`config.mk`:
```
export PLATFORM = sky130hd
export DESIGN_NAME = sts_ram
export DESIGN_NICKNAME = d
export VERILOG_FILES = /design/src/segment_tree_sqrt_sum_core_macros.svh /design/src/sts_ram.sv
export SDC_FILE = /design/constraint.sdc
export NUM_CORES = 1
export LEC_CHECK = 0
export BUFFER_PORTS_ARGS = -buffer_cell sky130_fd_sc_hd__buf_2
export CAP_MARGIN = 20
export CORE_AREA = 2 2 159 122
export DETAILED_ROUTE_END_ITERATION = 16
export DIE_AREA = 0 0 161 124
export SLEW_MARGIN = 10
export SYNTH_ARGS = -nofsm -noshare
export SYNTH_HDL_FRONTEND = slang
export SYNTH_SLANG_ARGS = --single-unit
```
`constraint.sdc`:
```
create_clock -name clk -period 2.1 [get_ports clk]
set_clock_uncertainty 0.1 [all_clocks]
set_input_delay 0.105 -clock clk [delete_from_list [all_inputs] [get_ports clk]]
set_output_delay 0.105 -clock clk [all_outputs]
set_load 0.005 [all_outputs]
```
`src/segment_tree_sqrt_sum_core_macros.svh`:
```
// Assertion macros for the segment tree sum core.
`ifndef SEGMENT_TREE_SQRT_SUM_CORE_MACROS_SVH
`define SEGMENT_TREE_SQRT_SUM_CORE_MACROS_SVH

// Implication checked every clock, quiet during reset.
`define STS_ASSERT_IMPL(label, ante, cons) \
  label: assert property (@(posedge clk) disable iff (rst) (ante) |-> (cons)) \
    else $error("assertion failed");

// Next-cycle implication, quiet during reset.
`define STS_ASSERT_NEXT(label, ante, cons) \
  label: assert property (@(posedge clk) disable iff (rst) (ante) |=> (cons)) \
    else $error("assertion failed");

`endif

```
`src/sts_ram.sv`:
```
// Generic single-port RAM with registered read.
`timescale 1ns / 1ps
module sts_ram #(
  parameter int Width = 8,
  parameter int Depth = 16
) (
  input  logic                     clk,
  input  logic                     we,
  input  logic [$clog2(Depth)-1:0] addr,
  input  logic [Width-1:0]         wdata,
  output logic [Width-1:0]         rdata
);
  logic [Width-1:0] mem [Depth];
  always_ff @(posedge clk) begin
    if (we) begin
      mem[addr] <= wdata;
    end
    rdata <= mem[addr];
  end
endmodule

```
# Word-level counts from Yosys, hierarchy flattened
# Memory sizes are Yosys's and may differ from the RTL's. A register that Yosys moved wholly into a read port is not among the register bits.
# Index checks and enable logic that the tools add are counted.
# classes
mux	2
# ops
op	count
$mux 1	2
# totals
output_inout_bits	8
reg_bits	0
n_memories	1
mem_bits_rw	128
in_bits	14
word_cells	3
# memory_table
memory	words	word_bits	read_ports	rd_clocked_by_memory_dff	write_ports	line	source
mem	16	8	1	1	1	sts_ram.sv:13	logic [Width-1:0] mem [Depth];

# Depth between registers and ports, before layout
# Gate-level depths: netlist (run 1).
# logic_depth
depth_word	2
ltp_mapped	5
depth_no_buf	3

# Worst setup path after synthesis (run 1)
# No wires, ideal clock.
# synth_path
path_kind	input-to-reg
start	input addr[2]
end	memory mem[0][0] (enable)
setup_slack_ns	0.402
setup_ns	0.383
required_ns	1.617
n_path_buf	0
arrival_time_ns	1.215
stages	2
path_cell_list	or3b_2 > nor3_1
# synth_lines
element	line	source
from (decl)	sts_ram.sv:9	input logic [$clog2(Depth)-1:0] addr,
to (decl)	sts_ram.sv:13	
# Straight into the memory's write port.

==> results of run 1 <==
[report_power, final]
part | total, mW | internal (mW) | switching, mW
clock network | 3.34 | 2.29 | 1.05
registers | 3.06 | 3.04 | 0.0229
logic | 0.305 | 0.138 | 0.167
total | 6.70 | 5.46 | 1.24
[logic make-up (layout without fill, tap and decap cells)]
family	Yosys count	after routing	share of synthesized area (%)
buffers and inverters	11	86	1.19
multiplexers	32	32	14.2
AND/OR/NAND/NOR	35	35	3.21
AO/OA/AOI/OAI	16	16	2.37
flip-flops	136	136	79.0
[registers in the layout (all words and copies together), names as in the netlist]
name	cells
rdata	8
mem	128
[layer usage]
metal	GRT usage [%]	vias to the layer above
li1	-	1089
met4	4.35	0
met2	16.5	66
met3	3.23	10
met5	0	-
met1	16.6	1298
[critical path, delay by kind of cell, from the launching register on]
family          cells  cell delay, ns
simple gates        1            0.10
compound gates      1            0.43
flops               1            0.36
mux                 1            0.47
[metrics by stage]
stage	setup slack (ns)	util, %
2_1_floorplan	0.402	-
3_3_place_gp	0.239	30.9
3_5_place_dp	0.242	30.9
4_1_cts	0.506	34.9
5_1_grt	0.461	34.9
6_report	0.517	34.9
[timing repair]
action,in CTS,in global routing
hold endpoints to repair,94,0
hold buffers,7,0
resized for setup,0,0
[cells in the final DEF (no fill, tap or decap)]
cell,synthesis,routed
bufinv_16,0,6
clkbuf_1,2,4
dlygate4sd3_1,0,7
dfxtp_1,8,8
buf_12,0,3
clkbuf_16,0,17
mux4_2,32,32
nor3_1,4,4
edfxtp_1,128,128
nand2b_1,2,2
nor2b_1,2,2
clkbuf_8,0,2
buf_4,0,23
clkinv_2,0,2
nand2_1,9,9
and2_1,1,1
or3b_2,1,1
buf_2,2,21
clkinvlp_4,0,1
nand3_1,1,1
a22oi_1,16,16
nand3b_1,2,2
nor2_1,13,13
[worst paths after layout]
kind / startpoint / end / slack, ns / cells past startpoint
setup / recovery: mem[2][4] / rdata[4] / 0.52 / 3
hold / removal: wdata[5] / mem[6][5] / 0.03 / 1
setup reg to reg: mem[2][4] / rdata[4] / 0.52 / 3
hold reg to reg: mem[15][2] / rdata[2] / 0.57 / 3
[cell type report]
cell class / instances / area [um2]
fill: 1714 / 11900
sequential: 136 / 4000
multi-input combinational: 83 / 1000
clock buffer: 23 / 468
timing repair buffer: 54 / 408
tap: 247 / 309
clock inverter: 9 / 198
==> key figures, run 1 <==
Yosys
  – EDFF count, synth: 128
  – Synth Register Bits: 136
  – Commonest register cell after synthesis: edfxtp_1
  – Synth cell count leaders: 128 x edfxtp_1, 32 x mux4_2, 16 x a22oi_1, 13 x nor2_1, 9 x nand2_1
  – Ys Warns: 0
  – Synth top area share: 75.9%
  – Synthesized net count: 244
  – Number of distinct library cells after synthesis: 18
  – Synth area leaders: edfxtp_1 76%, mux4_2 14%, dfxtp_1 3.2%
  – Most common cell in the netlist: edfxtp_1
  – Syn Inst Count: 230
  – Seq/Total Area, Yosys: 79.0%
  – Mapped cell area: 5070 um2
  – Synth async-reset ratio: 0%
  – Synth area leader: edfxtp_1
  – Syn_area_per_cell: 22.0 um2

Place
  – GPL Wtd Cong: 0.727
  – DP Wirelength: 6.84 mm
  – DP Cell Count: 513
  – Placed inst area: 5650 um2
  – Number of port buffers: 21

Timing
  – RSZ-0062 raised after global routing: no
  – Setup TNS: 0 ns
  – Minimum clock period: 1.58 ns
  – F_max: 632 MHz
  – Min Hold Slack: 0.0277 ns
  – Final Setup Violations: 0
  – Pins Over Slew Limit: 0
  – Relative slew slack: 68.6%
  – Worst Tran Pin Value: 0.471 ns
  – Post-route clock period utilization: 75.4%
  – Final hold violation count: 0

Critical path
  – CP max FO: 1
  – Required time worst endpoint: 2.28 ns
  – Setup crit start kind: flip-flop
  – WP data arrival: 1.76 ns
  – Slowest cell on the critical path: mux4_2
  – CP max stage delay: 0.47 ns
  – Crit path capture type: flip-flop
  – Critical-path cell list: mux4_2, a22oi_1, nand2_1
  – Setup Crit Path Kind: flip-flop to flip-flop

Clock network
  – CTS tree: yes
  – Htree depth: 4
  – Root Buffer Master: clkbuf_16
  – Worst-Skew Late Latency: 0.41 ns
  – Clock-pin slew on the worst setup and hold paths: 0.06 ns
  – Total CTS buffers: 17
  – Number of setup buffers added after CTS: 0
  – Clk sinks: 136
  – Clock Path Buffers: 2

Detailed routing
  – Via/cell ratio: 4.46
  – WL final: 10.7 mm
  – Met3 WL: 632 um
  – Top Metal Used: met4
  – TritonRoute pass-1 iters: 4
  – DRT met1 WL: 5.22 mm
  – Initial DRC count: 255
  – DR WL met2: 4.71 mm
  – Total number of vias: 2,463
  – ANT nets after route: 0
  – # DRC: 0
  – Routed WL per cell: 19.4 um

Pwr
  – Final Power: 6.70 mW
  – PwrDens: 1050 nW/um2
  – Static leakage: 2.12 nW
  – Worst IR Drop VDD: 0.505 mV

Cells and area
  – Final Cell Area: 6390 um2
  – Layout Nets: 306
  – Final Non-Filler Cells: 552
  – Diodes inserted: 0
  – Layout cells sized above 1: 35.4%
  – Area growth, synth to finish: 26.1%

Die
  – Initial Util: 27.7%
  – Horiz. Die Dim: 161 um
  – # rows: 43
  – Die Area: 20,000 um2
  – Core Area: 18,300 um2
  – Vert. Die Dim: 124 um
  – I/O pin count: 22

Global routing
  – Grt ovf: 0
  – First-pass GRT wire length: 16.0 mm
  – Number of antenna violations at the first check in global routing: 0
  – Largest net degree at the start of global routing: 21
  – Vias in the first global route: 2,529
  – Total GRT Usage: 11.5%

Worst hold path
  – Hold crit path type: input pin to flip-flop

Job
  – Max Cap Viol: 0

Run status
  – Status: completed
No activity file was read; power rests on OpenSTA's default activity.
==> run 2, diff against run 1 <==
Settings changed: ABC_AREA set to 1, CORE_AREA 2 2 159 122 to 2 2 167 128, DIE_AREA 0 0 161 124 to 0 0 169 130.
Clock period 2.1 ns to 1.6 ns, I/O delays scaled along.
==> run 2 against run 1 <==
Effect of this change:
- non-clock buffer count decreased by 2
- synthesized cell count is 140% higher
- power grew 27%
- fmax increased by 42%
- worst setup slack worse by 0.031 ns
- wire length is 27% higher
- critical endpoint unchanged
- largest power group unchanged
==> key figures, run 2 <==
Detailed routing
  – # DRC: 0
  – ANT nets after route: 0
  – Total number of vias: 3,788
  – Top Metal Used: met4
  – Via/cell ratio: 4.33
  – Met3 WL: 777 um
  – DR WL met2: 5.84 mm
  – DRT met1 WL: 6.77 mm
  – Routed WL per cell: 15.6 um
  – WL final: 13.6 mm
  – TritonRoute pass-1 iters: 5
  – Initial DRC count: 381

Place
  – Placed inst area: 6150 um2
  – Place WS: 0.139 ns
  – Number of port buffers: 21
  – GPL Wtd Cong: 0.831
  – DP Wirelength: 8.81 mm

Critical path
  – CP max stage delay: 0.37 ns
  – CP most frequent cell: nand2_1
  – CP max FO: 1
  – R2R setup slack: 0.49 ns
  – Crit path capture type: flip-flop
  – Slowest cell on the critical path: edfxtp_1
  – Required time worst endpoint: 1.81 ns
  – Critical-path cell list: nand2_1, nand2_1, nand2_1, nand2_1, nand2_1, nand2_1, inv_1, nand2_1
  – WP data arrival: 1.32 ns
  – Setup Crit Path Kind: flip-flop to flip-flop
  – Setup crit start kind: flip-flop

Cells and area
  – Diodes inserted: 0
  – Final Cell Area: 6770 um2
  – Largest regs: mem x128, rdata x8
  – Most common cell after layout, fill and taps aside: nand2_1
  – Layout Nets: 612
  – Layout cells sized above 1: 13.7%
  – Area growth, synth to finish: 21.1%
  – Max FFs per register: 128
  – Register with the most flip-flops: mem
  – Most frequent cells in the layout: 346 x nand2_1, 128 x edfxtp_1, 29 x buf_4
  – Fin util: 32.9%

Yosys
  – Mapped cell area: 5590 um2
  – Commonest register cell after synthesis: edfxtp_1
  – Syn_area_per_cell: 10.2 um2
  – Synth Register Bits: 136
  – Synth top area share: 68.7%
  – Largest family of logic cells by synthesized area: simple AND/OR/NAND/NOR gates
  – Synth area leaders: edfxtp_1 69%, nand2_1 23%, dfxtp_1 2.9%
  – Synthesized net count: 562
  – Synth Area in Compound Gates: 0%
  – Syn Inst Count: 548
  – EDFF count, synth: 128
  – Synth area leader: edfxtp_1
  – Most common cell in the netlist: nand2_1
  – Post-Synth Adder-Cell Area: 0%
  – Synth async-reset ratio: 0%
  – Seq/Total Area, Yosys: 71.6%
  – Multiplexer area fraction after synthesis: 0%
  – Synth Area in Simple Gates: 24.8%
  – Synth Area in XOR/XNOR: 0%
  – Number of distinct library cells after synthesis: 11
  – Ys Warns: 0
  – Synth cell count leaders: 346 x nand2_1, 128 x edfxtp_1, 21 x inv_1, 18 x nor2_1, 12 x buf_2

Pwr
  – Seq pwr share: 46.9%
  – Clk pwr share: 47.1%
  – Comb pwr share: 6.0%
  – Net Sw Frac: 22.3%
  – Worst IR Drop VDD: 0.603 mV
  – PwrDens: 1260 nW/um2
  – Static leakage: 2.88 nW
  – Final Power: 8.54 mW
  – Switch Pwr: 1.91 mW
  – Internal power: 6.63 mW

Timing
  – Worst Tran Pin Value: 0.419 ns
  – Pins Over Slew Limit: 0
  – Final Setup Violations: 0
  – Post-route clock period utilization: 69.6%
  – RSZ-0062 raised after global routing: no
  – Minimum clock period: 1.11 ns
  – Relative slew slack: 72.1%
  – Final hold violation count: 0
  – Setup TNS: 0 ns
  – Final worst slack: 0.486 ns
  – F_max: 898 MHz

Clock network
  – Clock Path Buffers: 2
  – CTS resizes: 0
  – Number of setup buffers added after CTS: 0
  – Worst-Skew Late Latency: 0.42 ns
  – Htree depth: 4
  – Clock-pin slew on the worst setup and hold paths: 0.07 ns
  – CTS tree: yes
  – Root Buffer Master: clkbuf_16
  – Total CTS buffers: 17
  – Clk sinks: 136

Job
  – Max Cap Viol: 0

Global routing
  – First-pass GRT wire length: 21.4 mm
  – Largest net degree at the start of global routing: 33
  – Total GRT Usage: 13.2%
  – Vias in the first global route: 3,790
  – Number of antenna violations at the first check in global routing: 0
  – Grt ovf: 0

Die
  – Initial Util: 27.1%
  – I/O pin count: 22
  – Die Area: 22,000 um2
  – Vert. Die Dim: 130 um
  – Core Area: 20,600 um2
  – # rows: 46
  – Horiz. Die Dim: 169 um

Worst hold path
  – Hold crit path type: input pin to flip-flop

Run status
  – Status: completed
==> run 2: layout make-up <==
type / count / area, um2
inverters: 23 / 86.3
flip-flops and latches: 136 / 4000
clock inverters: 14 / 171
well taps: 264 / 330
clock buffers: 18 / 439
fillers: 2098 / 13800
multi-input cells: 368 / 1390
repair buffers: 52 / 353
==> run 2: cell families after synthesis <==
group                  Yosys count
flip-flops                     136
AND/OR/NAND/NOR                368
buffers and inverters           44
==> run 2: worst max-delay path: cells and delay by family, from the launching register on <==
family	cells	cell delay (ns)
flops	1	0.37
simple gates	7	0.45
buf+inv	1	0.07
==> run 2: power groups by stage <==
| stage | combinational (mW) | clock (mW) | sequential [mW] |
|---|---|---|---|
| 2_1_floorplan | 0.275 | 0 | 4.08 |
| 3_3_place_gp | 0.505 | 0 | 4.08 |
| 3_5_place_dp | 0.510 | 0 | 4.08 |
| 4_1_cts | 0.515 | 4.08 | 4.01 |
| 5_1_grt | 0.579 | 4.23 | 4.01 |
| 6_report | 0.511 | 4.02 | 4.01 |
==> run 2: worst paths after layout <==
path         startpoint   endpoint  depth (start not counted)
max reg2reg  mem[11][4]   rdata[4]                          8
min            wdata[1]  mem[0][1]                          1
max          mem[11][4]   rdata[4]                          8
min reg2reg   mem[0][3]   rdata[3]                          8
==> run 2: repair_timing <==
action | in CTS | in global routing
hold buffers | 1 | 0
endpoints found under the hold margin | 11 | 0
setup endpoints to repair | 0 | 0
==> run 2: per-stage QoR <==
step	cells	hold slack, ns
final	875	0.00181
after global routing	875	0.0102
after CTS	875	0.00202
after detailed placement	842	0.362
after global placement	842	0.380
after floorplan	548	0.0789
==> run 2: per-layer routing <==
| metal | GRT usage [%] | up-vias |
|---|---|---|
| met4 | 5.18 | 0 |
| met5 | 0 | - |
| met3 | 3.18 | 20 |
| met2 | 19.4 | 116 |
| li1 | - | 1852 |
| met1 | 19.0 | 1800 |
==> run 3, diff against run 2 <==
Settings changed: ABC_AREA 1 to 0, CORE_AREA 2 2 167 128 to 2 2 159 122, DIE_AREA 0 0 169 130 to 0 0 161 124.
Clock period 1.6 ns to 1.17 ns, I/O delays scaled along.
==> run 3 against run 2 <==
Effect of this change:
- final area decreased by 0.28%
- flip-flop and latch count stayed put
- fmax decreased by 19%
- hold slack improved by 0.15 ns
- the run now ends with setup timing left
- die area fell by 9.1%
- wire length shrank 18%
- sequential share of layout area rose by 0.16 points
- non-clock buffer count is 15 higher
- worst setup slack got worse by 0.70 ns
- via count down 34%
- critical endpoint is now rdata[5]
- first-iteration DRC count is 35% lower
==> key figures, run 3 (synthesized netlist as in run 1, its figures left out) <==
Run status
  – Status: complete, but fails checks
  – Failing checks: setup timing

Cells and area
  – Largest regs: mem x128, rdata x8
  – Final Cell Area: 6750 um2
  – Most frequent cells in the layout: 128 x edfxtp_1, 32 x mux4_2, 25 x buf_4
  – Register with the most flip-flops: mem
  – Diodes inserted: 0
  – Max FFs per register: 128
  – Area growth, synth to finish: 33.2%
  – Layout cells sized above 1: 46.9%
  – Fin util: 36.9%
  – Most common cell after layout, fill and taps aside: edfxtp_1
  – Layout Nets: 319
  – Fill cells: 1,692
  – Final Non-Filler Cells: 565

Global routing
  – Grt met1 use: 17.1%
  – Total GRT Usage: 12.0%
  – Vias in the first global route: 2,703
  – Met2 usage: 17.6%
  – First-pass GRT wire length: 16.8 mm
  – Top Usage Layer GRT: met2
  – Number of antenna violations at the first check in global routing: 0
  – Met3 Use GR: 3.23%
  – Largest net degree at the start of global routing: 18
  – Grt ovf: 0

Detailed routing
  – WL final: 11.1 mm
  – Routed WL per cell: 19.7 um
  – Via/cell ratio: 4.43
  – TritonRoute pass-1 iters: 5
  – Initial DRC count: 249
  – Total number of vias: 2,505
  – # DRC: 0
  – ANT nets after route: 0

Timing
  – F_max: 724 MHz
  – Setup TNS: -1.32 ns
  – Final worst slack: -0.211 ns
  – Post-route clock period utilization: 118%
  – Relative slew slack: 39.2%
  – RSZ-0062 raised after global routing: yes
  – Final Setup Violations: 8
  – Minimum clock period: 1.38 ns
  – Pins Over Slew Limit: 0
  – Min Hold Slack: 0.149 ns
  – Worst Tran Pin Value: 0.910 ns
  – Final hold violation count: 0

Clock network
  – Htree depth: 4
  – CTS tree: yes
  – Worst-Skew Late Latency: 0.42 ns
  – Clk sinks: 136
  – Clock Path Buffers: 2
  – Root Buffer Master: clkbuf_16
  – Total CTS buffers: 17
  – Clock-pin slew on the worst setup and hold paths: 0.07 ns

Die
  – # rows: 43
  – Die Area: 20,000 um2
  – Initial Util: 27.7%
  – Core Area: 18,300 um2
  – Vert. Die Dim: 124 um
  – I/O pin count: 22
  – Horiz. Die Dim: 161 um

Place
  – Place WS: -0.409 ns
  – Placed inst area: 6020 um2
  – Number of port buffers: 21
  – DP Cell Count: 525
  – DP Wirelength: 7.30 mm
  – GPL Wtd Cong: 0.735

Worst hold path
  – Hold crit path type: input pin to flip-flop

Critical path
  – Setup Crit Path Kind: flip-flop to flip-flop
  – Required time worst endpoint: 1.36 ns
  – Setup crit start kind: flip-flop
  – CP max FO: 1
  – Crit path capture type: flip-flop
  – WP data arrival: 1.57 ns

Pwr
  – Worst IR Drop VDD: 1.01 mV
  – Final Power: 11.7 mW
  – Static leakage: 2.21 nW
  – PwrDens: 1740 nW/um2

Job
  – Max Cap Viol: 0
==> run 3: cell count changes in the layout (fill, tap and decap cells not counted), sizes merged, moves of 4 or more <==
cell         change
dlygate4sd3      +7
nor3             +4
inv             -18
nor2             -5
a22oi           +16
mux4            +32
buf              +8
nand2          -337
==> run 3: worst paths after layout <==
| path | startpoint | end | slack, ns | cells past startpoint |
|---|---|---|---|---|
| worst max-delay path | mem[4][5] | rdata[5] | -0.21 | 3 |
| worst min-delay path | addr[2] | mem[2][1] | 0.15 | 3 |
| worst max register to register | mem[4][5] | rdata[5] | -0.21 | 3 |
| worst min register to register | mem[14][0] | rdata[0] | 0.57 | 3 |
==> run 3: timing repair <==
action	CTS	global route
pin swaps	1	2
gates resized for setup	5	2
endpoints found under the hold margin	128	0
buffers inserted	0	0
endpoints found under the setup margin	8	8
hold buffers	8	0
gates cloned	0	0
==> run 3: power breakdown <==
group          switching, mW  leakage, nW  internal (mW)
clock                   2.17        0.299           3.42
combinational          0.353        0.689          0.306
sequential            0.0380         1.22           5.45
==> run 3: final cells by class <==
class	count	area, um2	area share, %
repair buffers	67	633	9.38
multi-input cells	83	1190	17.6
well taps	247	309	4.58
flip-flops and latches	136	4000	59.3
clock inverters	14	188	2.78
clock buffers	18	429	6.36
==> run 3: per-layer routing <==
metal  vias up  share of wire [%]
li1       1118                  -
met1      1302                 47
met2        77                 45
met3         8                6.9
met4         0                1.2
met5         -                  0
==> run 3: worst max-delay path, stage by stage (launching register included) <==
cell,delay [ns]
edfxtp_1,0.36
mux4_2,0.52
a22oi_2,0.15
nand2_1,0.12
